**src/sv/lsp_pkg.sv**
```systemverilog
package lsp_pkg;

  localparam int unsigned RangeW  = 20;
  localparam int unsigned AngleW  = 16;
  localparam int unsigned ScaleW  = 24;
  localparam int unsigned CellW   = 24;
  localparam int unsigned DistW   = 25;
  localparam int unsigned VecW    = 34;
  localparam int unsigned PhaseW  = 32;
  localparam int unsigned GainW   = 30;
  localparam int unsigned StepCnt = 16;
  localparam int unsigned IterW   = 4;
  localparam int unsigned AddrW   = 5;
  localparam int unsigned DataW   = 32;

  localparam logic [RangeW:0]  RANGE_MARGIN = 21'd410;
  localparam logic [GainW-1:0] INV_GAIN     = 30'd652032874;
  localparam logic [RangeW-1:0] MAX_RANGE_RST = 20'hFFFFF;
  localparam logic [ScaleW-1:0] SCALE_RST     = 24'd2621440;

  typedef enum logic [2:0] {
    REG_START_ANGLE = 3'd0,
    REG_ANGLE_STEP  = 3'd1,
    REG_MIN_RANGE   = 3'd2,
    REG_MAX_RANGE   = 3'd3,
    REG_SCALE       = 3'd4
  } reg_idx_t;

  typedef struct packed {
    logic [RangeW-1:0] range_sample;
    logic              first_beam;
    logic              last_beam;
  } in_beat_t;

  typedef struct packed {
    logic                    kept;
    logic signed [CellW-1:0] x_cells;
    logic signed [CellW-1:0] y_cells;
    logic                    scan_end;
  } out_beat_t;

  typedef struct packed {
    logic [AngleW-1:0] start_angle;
    logic [AngleW-1:0] angle_step;
    logic [RangeW-1:0] min_range;
    logic [RangeW-1:0] max_range;
    logic [ScaleW-1:0] cells_per_metre;
  } cfg_t;

  typedef struct packed {
    logic             load;
    logic             scale;
    logic             gain;
    logic             rotate;
    logic             finish;
    logic [IterW-1:0] iter;
  } lsp_cmd_t;

  function automatic logic signed [PhaseW-1:0] atan_lut(input logic [IterW-1:0] i);
    logic signed [PhaseW-1:0] v;
    unique case (i)
      4'd0:  v = 32'sd536870912;
      4'd1:  v = 32'sd316933406;
      4'd2:  v = 32'sd167458907;
      4'd3:  v = 32'sd85004756;
      4'd4:  v = 32'sd42667331;
      4'd5:  v = 32'sd21354465;
      4'd6:  v = 32'sd10679838;
      4'd7:  v = 32'sd5340245;
      4'd8:  v = 32'sd2670163;
      4'd9:  v = 32'sd1335087;
      4'd10: v = 32'sd667544;
      4'd11: v = 32'sd333772;
      4'd12: v = 32'sd166886;
      4'd13: v = 32'sd83443;
      4'd14: v = 32'sd41722;
      default: v = 32'sd20861;
    endcase
    return v;
  endfunction

endpackage

```
**src/sv/lsp_ctrl.sv**
```systemverilog
module lsp_ctrl
  import lsp_pkg::*;
(
  input  logic     clk,
  input  logic     rst_n,
  input  logic     in_valid,
  output logic     in_ready,
  output logic     out_valid,
  input  logic     out_ready,
  output lsp_cmd_t cmd
);

  typedef enum logic [2:0] {
    S_IDLE,
    S_SCALE,
    S_GAIN,
    S_ROT,
    S_DONE
  } state_t;

  state_t           state_r;
  logic [IterW-1:0] iter_r;
  logic             out_valid_r;
  logic             emit;

  assign in_ready  = (state_r == S_IDLE);
  assign out_valid = out_valid_r;
  assign emit      = (state_r == S_DONE) && (!out_valid_r || out_ready);

  always_comb begin
    cmd        = '0;
    cmd.load   = in_valid && in_ready;
    cmd.scale  = (state_r == S_SCALE);
    cmd.gain   = (state_r == S_GAIN);
    cmd.rotate = (state_r == S_ROT);
    cmd.finish = emit;
    cmd.iter   = iter_r;
  end

  always_ff @(posedge clk) begin
    if (!rst_n) begin
      state_r     <= S_IDLE;
      iter_r      <= '0;
      out_valid_r <= 1'b0;
    end else begin
      if (emit) begin
        out_valid_r <= 1'b1;
      end else if (out_ready) begin
        out_valid_r <= 1'b0;
      end
      unique case (state_r)
        S_IDLE: begin
          if (in_valid) begin
            state_r <= S_SCALE;
          end
        end
        S_SCALE: state_r <= S_GAIN;
        S_GAIN: begin
          iter_r  <= '0;
          state_r <= S_ROT;
        end
        S_ROT: begin
          iter_r <= iter_r + 1'b1;
          if (iter_r == IterW'(StepCnt - 1)) begin
            state_r <= S_DONE;
          end
        end
        S_DONE: begin
          if (emit) begin
            state_r <= S_IDLE;
          end
        end
        default: state_r <= S_IDLE;
      endcase
    end
  end

endmodule

```
**src/sv/lsp_dp.sv**
```systemverilog
module lsp_dp
  import lsp_pkg::*;
(
  input  logic      clk,
  input  logic      rst_n,
  input  cfg_t      cfg,
  input  lsp_cmd_t  cmd,
  input  in_beat_t  in_data,
  output out_beat_t out_data
);

  logic [AngleW-1:0]        beam_r;
  logic [AngleW-1:0]        ang_r;
  logic [RangeW-1:0]        rng_r;
  logic                     keep_r;
  logic                     last_r;
  logic [DistW-1:0]         d_r;
  logic signed [VecW-1:0]   x_r;
  logic signed [VecW-1:0]   y_r;
  logic signed [PhaseW-1:0] z_r;
  logic [1:0]               q_r;
  out_beat_t                out_r;

  logic [AngleW-1:0]        a_sel;
  logic                     gate;
  logic [RangeW+ScaleW-1:0] prod_m;
  logic [RangeW+ScaleW:0]   prod_s;
  logic [DistW+GainW-1:0]   prod_g;
  logic [AngleW-1:0]        sh;
  logic signed [AngleW-2:0] resid;
  logic signed [VecW-1:0]   dx;
  logic signed [VecW-1:0]   dy;
  logic signed [PhaseW-1:0] at;
  logic signed [VecW-1:0]   rx;
  logic signed [VecW-1:0]   ry;
  logic signed [CellW-1:0]  xs;
  logic signed [CellW-1:0]  ys;

  function automatic logic signed [CellW-1:0] finish_val(input logic signed [VecW-1:0] v);
    logic signed [VecW-1:0] t;
    t = (v + VecW'(32)) >>> 6;
    if (t > VecW'(8388607)) begin
      return 24'sh7FFFFF;
    end else if (t < -VecW'(8388608)) begin
      return 24'sh800000;
    end
    return t[CellW-1:0];
  endfunction

  assign out_data = out_r;

  always_comb begin
    a_sel  = in_data.first_beam ? cfg.start_angle : beam_r;
    gate   = (in_data.range_sample > cfg.min_range) &&
             (({1'b0, in_data.range_sample} + RANGE_MARGIN) < {1'b0, cfg.max_range});
    prod_m = rng_r * cfg.cells_per_metre;
    prod_s = {1'b0, prod_m} + (RangeW+ScaleW+1)'(1 << 19);
    prod_g = d_r * INV_GAIN;
    sh     = ang_r + 16'h2000;
    resid  = $signed({1'b0, sh[13:0]}) - 15'sh2000;
    dx     = y_r >>> cmd.iter;
    dy     = x_r >>> cmd.iter;
    at     = atan_lut(cmd.iter);
    case (q_r)
      2'd0: begin
        rx = x_r;
        ry = y_r;
      end
      2'd1: begin
        rx = -y_r;
        ry = x_r;
      end
      2'd2: begin
        rx = -x_r;
        ry = -y_r;
      end
      default: begin
        rx = y_r;
        ry = -x_r;
      end
    endcase
    xs = finish_val(rx);
    ys = finish_val(ry);
  end

  always_ff @(posedge clk) begin
    if (!rst_n) begin
      beam_r <= '0;
    end else if (cmd.load) begin
      beam_r <= a_sel + cfg.angle_step;
    end
  end

  always_ff @(posedge clk) begin
    if (cmd.load) begin
      ang_r  <= a_sel;
      rng_r  <= in_data.range_sample;
      keep_r <= gate;
      last_r <= in_data.last_beam;
    end
    if (cmd.scale) begin
      d_r <= prod_s[RangeW+ScaleW:20];
    end
    if (cmd.gain) begin
      x_r <= VecW'(prod_g[DistW+GainW-1:24]);
      y_r <= '0;
      z_r <= PhaseW'(resid) <<< 16;
      q_r <= sh[15:14];
    end
    if (cmd.rotate) begin
      if (!z_r[PhaseW-1]) begin
        x_r <= x_r - dx;
        y_r <= y_r + dy;
        z_r <= z_r - at;
      end else begin
        x_r <= x_r + dx;
        y_r <= y_r - dy;
        z_r <= z_r + at;
      end
    end
    if (cmd.finish) begin
      out_r.kept     <= keep_r;
      out_r.x_cells  <= keep_r ? xs : '0;
      out_r.y_cells  <= keep_r ? ys : '0;
      out_r.scan_end <= last_r;
    end
  end

endmodule

```
**src/sv/laser_scan_polar_to_cartesian_core.sv**
```systemverilog
// Channel  Ports                          Beat
// in       in_valid in_ready in_data       range_sample, first_beam, last_beam
// out      out_valid out_ready out_data    kept, x_cells, y_cells, scan_end
// cfg      psel penable pwrite paddr ...   start_angle .. cells_per_metre at 4*i
//
// Per item: accept, scale multiply, gain multiply, 16 CORDIC iterations on one
// shared shift-add unit, then output load; no new item is accepted until then.
// Reset (rst_n low, synchronous) clears beam angle, config registers and handshakes.
// The output register holds a finished beat while the next item is accepted;
// a stalled output holds the core in its last state until the beat is taken.
module laser_scan_polar_to_cartesian_core
  import lsp_pkg::*;
(
  input  logic             clk,
  input  logic             rst_n,
  input  logic             in_valid,
  output logic             in_ready,
  input  in_beat_t         in_data,
  output logic             out_valid,
  input  logic             out_ready,
  output out_beat_t        out_data,
  input  logic             psel,
  input  logic             penable,
  input  logic             pwrite,
  input  logic [AddrW-1:0] paddr,
  input  logic [DataW-1:0] pwdata,
  output logic [DataW-1:0] prdata,
  output logic             pready
);

  cfg_t     cfg_r;
  lsp_cmd_t cmd;
  logic     wr_en;
  reg_idx_t idx;

  assign pready = 1'b1;
  assign wr_en  = psel && penable && pwrite && pready;
  assign idx    = reg_idx_t'(paddr[AddrW-1:2]);

  always_ff @(posedge clk) begin
    if (!rst_n) begin
      cfg_r.start_angle     <= '0;
      cfg_r.angle_step      <= '0;
      cfg_r.min_range       <= '0;
      cfg_r.max_range       <= MAX_RANGE_RST;
      cfg_r.cells_per_metre <= SCALE_RST;
    end else if (wr_en) begin
      unique case (idx)
        REG_START_ANGLE: cfg_r.start_angle     <= pwdata[AngleW-1:0];
        REG_ANGLE_STEP:  cfg_r.angle_step      <= pwdata[AngleW-1:0];
        REG_MIN_RANGE:   cfg_r.min_range       <= pwdata[RangeW-1:0];
        REG_MAX_RANGE:   cfg_r.max_range       <= pwdata[RangeW-1:0];
        REG_SCALE:       cfg_r.cells_per_metre <= pwdata[ScaleW-1:0];
        default: ;
      endcase
    end
  end

  always_comb begin
    unique case (idx)
      REG_START_ANGLE: prdata = DataW'(cfg_r.start_angle);
      REG_ANGLE_STEP:  prdata = DataW'(cfg_r.angle_step);
      REG_MIN_RANGE:   prdata = DataW'(cfg_r.min_range);
      REG_MAX_RANGE:   prdata = DataW'(cfg_r.max_range);
      REG_SCALE:       prdata = DataW'(cfg_r.cells_per_metre);
      default:         prdata = '0;
    endcase
  end

  lsp_ctrl u_ctrl (
    .clk       (clk),
    .rst_n     (rst_n),
    .in_valid  (in_valid),
    .in_ready  (in_ready),
    .out_valid (out_valid),
    .out_ready (out_ready),
    .cmd       (cmd)
  );

  lsp_dp u_dp (
    .clk      (clk),
    .rst_n    (rst_n),
    .cfg      (cfg_r),
    .cmd      (cmd),
    .in_data  (in_data),
    .out_data (out_data)
  );

endmodule

```
**config.mk**
```make
export PLATFORM = sky130hd
export DESIGN_NAME = laser_scan_polar_to_cartesian_core
export DESIGN_NICKNAME = d
export VERILOG_FILES = /design/src/sv/lsp_pkg.sv /design/src/sv/lsp_ctrl.sv /design/src/sv/lsp_dp.sv /design/src/sv/laser_scan_polar_to_cartesian_core.sv
export SDC_FILE = /design/constraint.sdc
export NUM_CORES = 2
export LEC_CHECK = 0
export ABC_AREA = 1
export BUFFER_PORTS_ARGS = -buffer_cell sky130_fd_sc_hd__buf_4
export CAP_MARGIN = 15
export CORE_MARGIN = 5
export CORE_UTILIZATION = 35
export CTS_BUF_LIST = sky130_fd_sc_hd__clkbuf_8
export CTS_CLUSTER_DIAMETER = 80
export DETAILED_ROUTE_END_ITERATION = 8
export SLEW_MARGIN = 20
export SYNTH_ARGS = -nofsm -noshare
export SYNTH_HDL_FRONTEND = slang
export SYNTH_HIERARCHICAL = 1
export SYNTH_SLANG_ARGS = --single-unit
```
**constraint.sdc**
```tcl
create_clock -name clk -period 15.45 [get_ports clk]
set_input_delay 0.7725 -clock clk [delete_from_list [all_inputs] [get_ports clk]]
set_output_delay 0.7725 -clock clk [all_outputs]
set_load 0.01 [all_outputs]
```
==> After elaboration in Yosys (flattened, before gate mapping) <==
Memory sizes are Yosys's and may differ from the RTL's. A register that Yosys moved wholly into a read port is not among the register bits.
Index checks and enable logic that the tools add are counted.
{ "totals": {"register_bits": 335, "latch_bits": 0, "mem_bits_rw": 0, "romBits": 480, "input_bits": 66, "mem_count": 1} }
{ "op_classes": {"add_sub_neg": 16, "n_mul": 2, "n_div": 0, "order_cmp": 6, "eq_ne": 14, "shifts": 2, "mux": 32, "bitwise": 0, "reduce_logical": 18} }
{ "mem_list": {"columns": ["name", "words", "width", "read_ports", "rd_ports_with_merged_regs", "wr", "line_no", "text"], "rows": [
  ["(name not given)", 16, 30, 1, 1, 0, "lsp_pkg.sv:61", "unique case (i)"]
]} }
{ "op_table": {"columns": ["operator", "n"], "rows": [
  ["$mux 34", 6],
  ["$pmux 34 s3", 2],
  ["$mux 24", 6],
  ["$pmux 24 s5", 1],
  ["$mux 32", 3],
  ["$add 34x34->34", 2],
  ["$add 34x7->34 const B", 2],
  ["$neg 34->34", 2],
  ["$sshr 34x4->34", 2],
  ["$sub 34x34->34", 2],
  ["$gt 28x24->1 const B", 2],
  ["$lt 28x24->1 const B", 2],
  ["$mul 25x29->54 const B", 1],
  ["$add 44x20->45 const B", 1],
  ["$mul 20x24->44", 1],
  ["$add 32x32->32", 1],
  ["$sub 32x32->32", 1],
  ["$add 20x9->21 const B", 1],
  ["$lt 21x20->1", 1],
  ["$gt 20x20->1", 1],
  ["$add 16x14->16 const B", 1],
  ["$add 16x16->16", 1],
  ["$mux 16", 1],
  ["$pmux 3 s5", 1],
  ["22 further kinds", 46]
]} }

==> Longest topological paths before layout <==
{ "logic_depth": {"word_depth": 7, "depth_mapped": 34} }

==> By module <==
Netlist, hierarchy kept.
{ "modules_own_cells": {"columns": ["module", "instances", "cells_each", "area_per_inst_um2", "seq_area_each_um2"], "rows": [
  ["lsp_dp", 1, 7375, 55155.4, 6776.5],
  ["laser_scan_polar_to_cartesian_core", 1, 741, 4822.1, 1921.8],
  ["lsp_ctrl", 1, 63, 416.6, 160.2]
]} }

==> Least setup slack after synthesis <==
No wires, ideal clock.
{ "synth_timing": {"path_type": "register to register", "from": "register u_dp.d_r[8]", "to": "register u_dp.x_r[24], data pin", "setup_ns": 0.258, "t_arrival_ns": 6.103, "setup_slack_ns": 9.089, "path_stages_with_launch": 28, "n_path_buf": 0, "synth_period_minus_slack_ns": 6.361, "cell_sequence": "edfxtp_1 -> fa_1 -> inv_1 -> fa_1 -> inv_1 -> fa_1 -> inv_1 -> fa_1 -> inv_1 -> fa_1 -> fa_1 -> inv_1 -> fa_1 -> inv_1 -> ha_1 -> nand2_1 -> nor3_1 -> inv_1 -> nor3_1 -> o21ai_0 -> nand2_1 -> a21oi_1 -> o21ai_0 -> nand3_1 -> o21a_1 -> xor2_1 -> nand2_1 -> nand2_1"} }
{ "synth_via": {"elab_chain_len": 3} }
{ "synth_rtl": {"columns": ["element", "line_no", "text"], "rows": [
  ["start: declaration", "lsp_dp.sv:17", "logic [DistW-1:0] d_r;"],
  ["start signal: assignment", "lsp_dp.sv:102", "d_r <= prod_s[RangeW+ScaleW:20];"],
  ["$mul 25x29->54", "lsp_dp.sv:58", "prod_g = d_r * INV_GAIN;"],
  ["$mux 34", "lsp_dp.sv:104", "if (cmd.gain) begin"],
  ["$mux 34", "lsp_dp.sv:110", "if (cmd.rotate) begin"],
  ["end signal: assignment", "lsp_dp.sv:105", "x_r <= VecW'(prod_g[DistW+GainW-1:24]);"],
  ["end signal: assignment", "lsp_dp.sv:112", "x_r <= x_r - dx;"],
  ["end signal: assignment", "lsp_dp.sv:116", "x_r <= x_r + dx;"],
  ["end: declaration", "lsp_dp.sv:18", "logic signed [VecW-1:0] x_r;"]
]} }
Every way passes these cells. The select of a mux whose other input is x is not followed.
A chain may end at the register's enable or synchronous reset.

==> Final worst setup path <==
{ "layout_timing": {"from": "register u_dp.d_r[14]", "to": "register u_dp.x_r[28], data pin"} }
Same word-level chain as after synthesis.

==> summary.md <==
| Metric | Value |
|---|---|
| Final ANT Viol Nets | 0 |
| Min-Delay Path Class | primary input to flip-flop |
| Most frequent cells in the layout | nand2_1 (1780), inv_1 (1774), fa_1 (704) |
| Fill count | 18.21k |
| Total CTS buffers | 66 |
| Setup TNS | 0 ns |
| Slew @ Worst Pin | 1.172 ns |
| H-tree Lvls | 3 |
| Number of global-route vias before repair | 53.41k |
| Routed WL | 193.7 mm |
| Drt pass-1 iters | 6 |
| Crit. End Element | flip-flop |
| Met1 WL | 83.94 mm |
| Via total after detailed routing | 52.99k |
| Via/cell ratio | 5.029 |
| Largest net degree at the start of global routing | 112 |
| Outcome | finished clean |
| Row Count | 152 |
| Reg area | 8869 um2 |
| Clk buf depth | 3 |
| Full die area | 181000 um2 |
| Post-synthesis sequential area ratio | 14.67% |
| Final #Nets | 9532 |
| Clk slew on worst S/H paths | 0.06 ns |
| Routed len/inst | 18.39 um |
| Yosys cell types | 72 |
| Most common cell on crit path | inv_1 |
| Crit path largest cell delay | 0.79 ns |
| Rel. slew slack | 21.88% |
| CP required | 15.91 ns |
| GRT Residual Overflow | 0 |
| CP max stage cell | edfxtp_1 |
| Startpoint Class | flip-flop |
| RSZ-0062 raised after global routing | no |
| F_max | 0.1275 GHz |
| Hold path depth | 3 |
| Port bufs | 131 |
| Root buffer cell | clkbuf_8 |
| Yosys warnings | 6 |
| Gate Count Post-Synth | 8179 |
| Top-level port count | 151 |
| Number of synthesized flops with an enable pin | 215 |
| Highest routed layer | met4 |
| Worst-Skew Late Latency | 0.76 ns |
| Core area | 171500 um2 |
| Multi-input logic area | 43450 um2 |
| Placer Congestion | 0.9764 |
| Post-cts resize count | 0 |
| Mapped Area | 60390 um2 |
| Met2 routed WL | 87.53 mm |
| Initial Utilization | 35.21% |
| Asr flop ratio synth | 0% |
| Number of max-cap violations | 0 |
| Post-CTS Hold Buffers | 0 |
| Post-synth top flop | edfxtp_1 |
| Sink Count | 335 |
| Most common cell after layout, fill and taps aside | nand2_1 |
| CP Data Arrival Time | 8.30 ns |
| Die Y | 425.4 um |
| Width of the chip | 425.4 um |
| Starting DRC count in detailed routing | 4158 |
| Slew Limit Fails | 0 |
| Synth-to-Final Area Change | 7.114% |
| Share of layout cells above drive strength 1 | 6.128% |
| Reg2reg path depth | 29 |
| Max FO, Critical Path | 8 |
| #FFs+latches synth | 335 |
| Final Hold Vio Count | 0 |
| First-pass GRT wire length | 304.0 mm |
| CTS tree | yes |
| Worst Skew | 0.04696 ns |
| Critical path type | flip-flop to flip-flop |
| Post-CTS Setup Bufs | 0 |
| Post-DP HPWL | 155.3 mm |
| DRC Markers | 0 |
| Period utilization | 50.76% |
| Mean post-synth cell area | 7.384 um2 |
| Total global-route track usage | 21.28% |
| Met3 WL | 14.46 mm |
| Final setup violation count | 0 |
| Post-route minimum period | 7.842 ns |
| Initial antenna violation count | 2 |
## critical path, delay by kind of cell, from the launching register on
kind	cells	cell delay [ns]
flip-flops	1	0.79
AND/OR/NAND/NOR	9	1.23
AO/OA/AOI/OAI	5	1.06
adder cells (fa/ha/maj)	8	3.97
buffers and inverters	7	0.50
## sequential cells by signal, indices dropped and copies added (netlist names)
register,flops
u_dp/last_r,1
u_dp/y_r,34
u_dp/keep_r,1
u_dp/z_r,32
u_dp/ang_r,16
u_ctrl/out_valid,1
u_dp/q_r,2
u_dp/x_r,34
u_dp/beam_r,16
u_dp/rng_r,20
u_dp/out_data,50
u_ctrl/state_r,3
u_ctrl/iter_r,4
cfg_r,96
u_dp/d_r,25
## cells in the mapped netlist (78+ instances only)
master,instances,area share [%]
ha_1,587,12
nor2_1,605,3.8
clkbuf_1,136,0.85
xnor2_1,78,1.1
inv_1,1758,11
fa_1,704,23
nand3_1,383,3.2
o21ai_0,474,3.9
xor2_1,147,2.1
a21oi_1,410,3.4
dfxtp_1,120,4.0
nand2_1,1780,11
edfxtp_1,215,11
## logic make-up (layout without fill, tap and decap cells)
kind of cell	after synthesis	after routing	share of synthesized area, %
adders and majority gates	1291	1291	35.50
muxes	57	57	0.9488
other	2	10	0.01243
and+or+nand+nor	3047	3047	21.30
DFF	335	335	14.67
AOI/OAI and AO/OA	1167	1167	10.81
buffers and inverters	2054	2093	13.48
xor gates and xnor gates	226	226	3.290
## cell type report
cell class              instances  share of cell area [%]
multi-input cells            5797                   67.17
flip-flops and latches        335                   13.71
inverters                    1781                   10.36
well taps                    2310                   4.468
repair buffers                194                   2.325
clock buffers                  68                   1.447
clock inverters                50                  0.5203
diodes                          1                0.003868
## worst paths after layout
path,start,to,slack [ns]
max,u_dp/d_r[14],u_dp/x_r[28],7.61
min,pwdata[18],cfg_r[42],0.25
max reg2reg,u_dp/d_r[14],u_dp/x_r[28],7.61
min reg2reg,u_dp/last_r,u_dp/out_data[0],0.43
## metal layers
layer  up-vias  GRT usage [%]
li1      25468              -
met1     25301          28.57
met2      1874          34.72
met3       342          3.578
met4         0          7.315
met5         -              0
## stage by stage
stage | cell area [um2] | utilization [%] | hold slack, ns | instances | setup slack (ns)
after floorplan | 60420 | - | 0.4003 | 8186 | 9.089
after global placement | 63340 | 36.92 | 0.4100 | 10414 | 7.784
after detailed placement | 63340 | 36.93 | 0.4045 | 10414 | 7.737
after CTS | 64620 | 37.67 | 0.1883 | 10532 | 7.648
after global routing | 64690 | 37.71 | 0.2180 | 10536 | 7.168
final | 64690 | 37.71 | 0.2503 | 10536 | 7.608
Power is left out: the tool's default activity adds up to more than one toggle a clock period on the data nets, which glitch-free logic cannot reach.
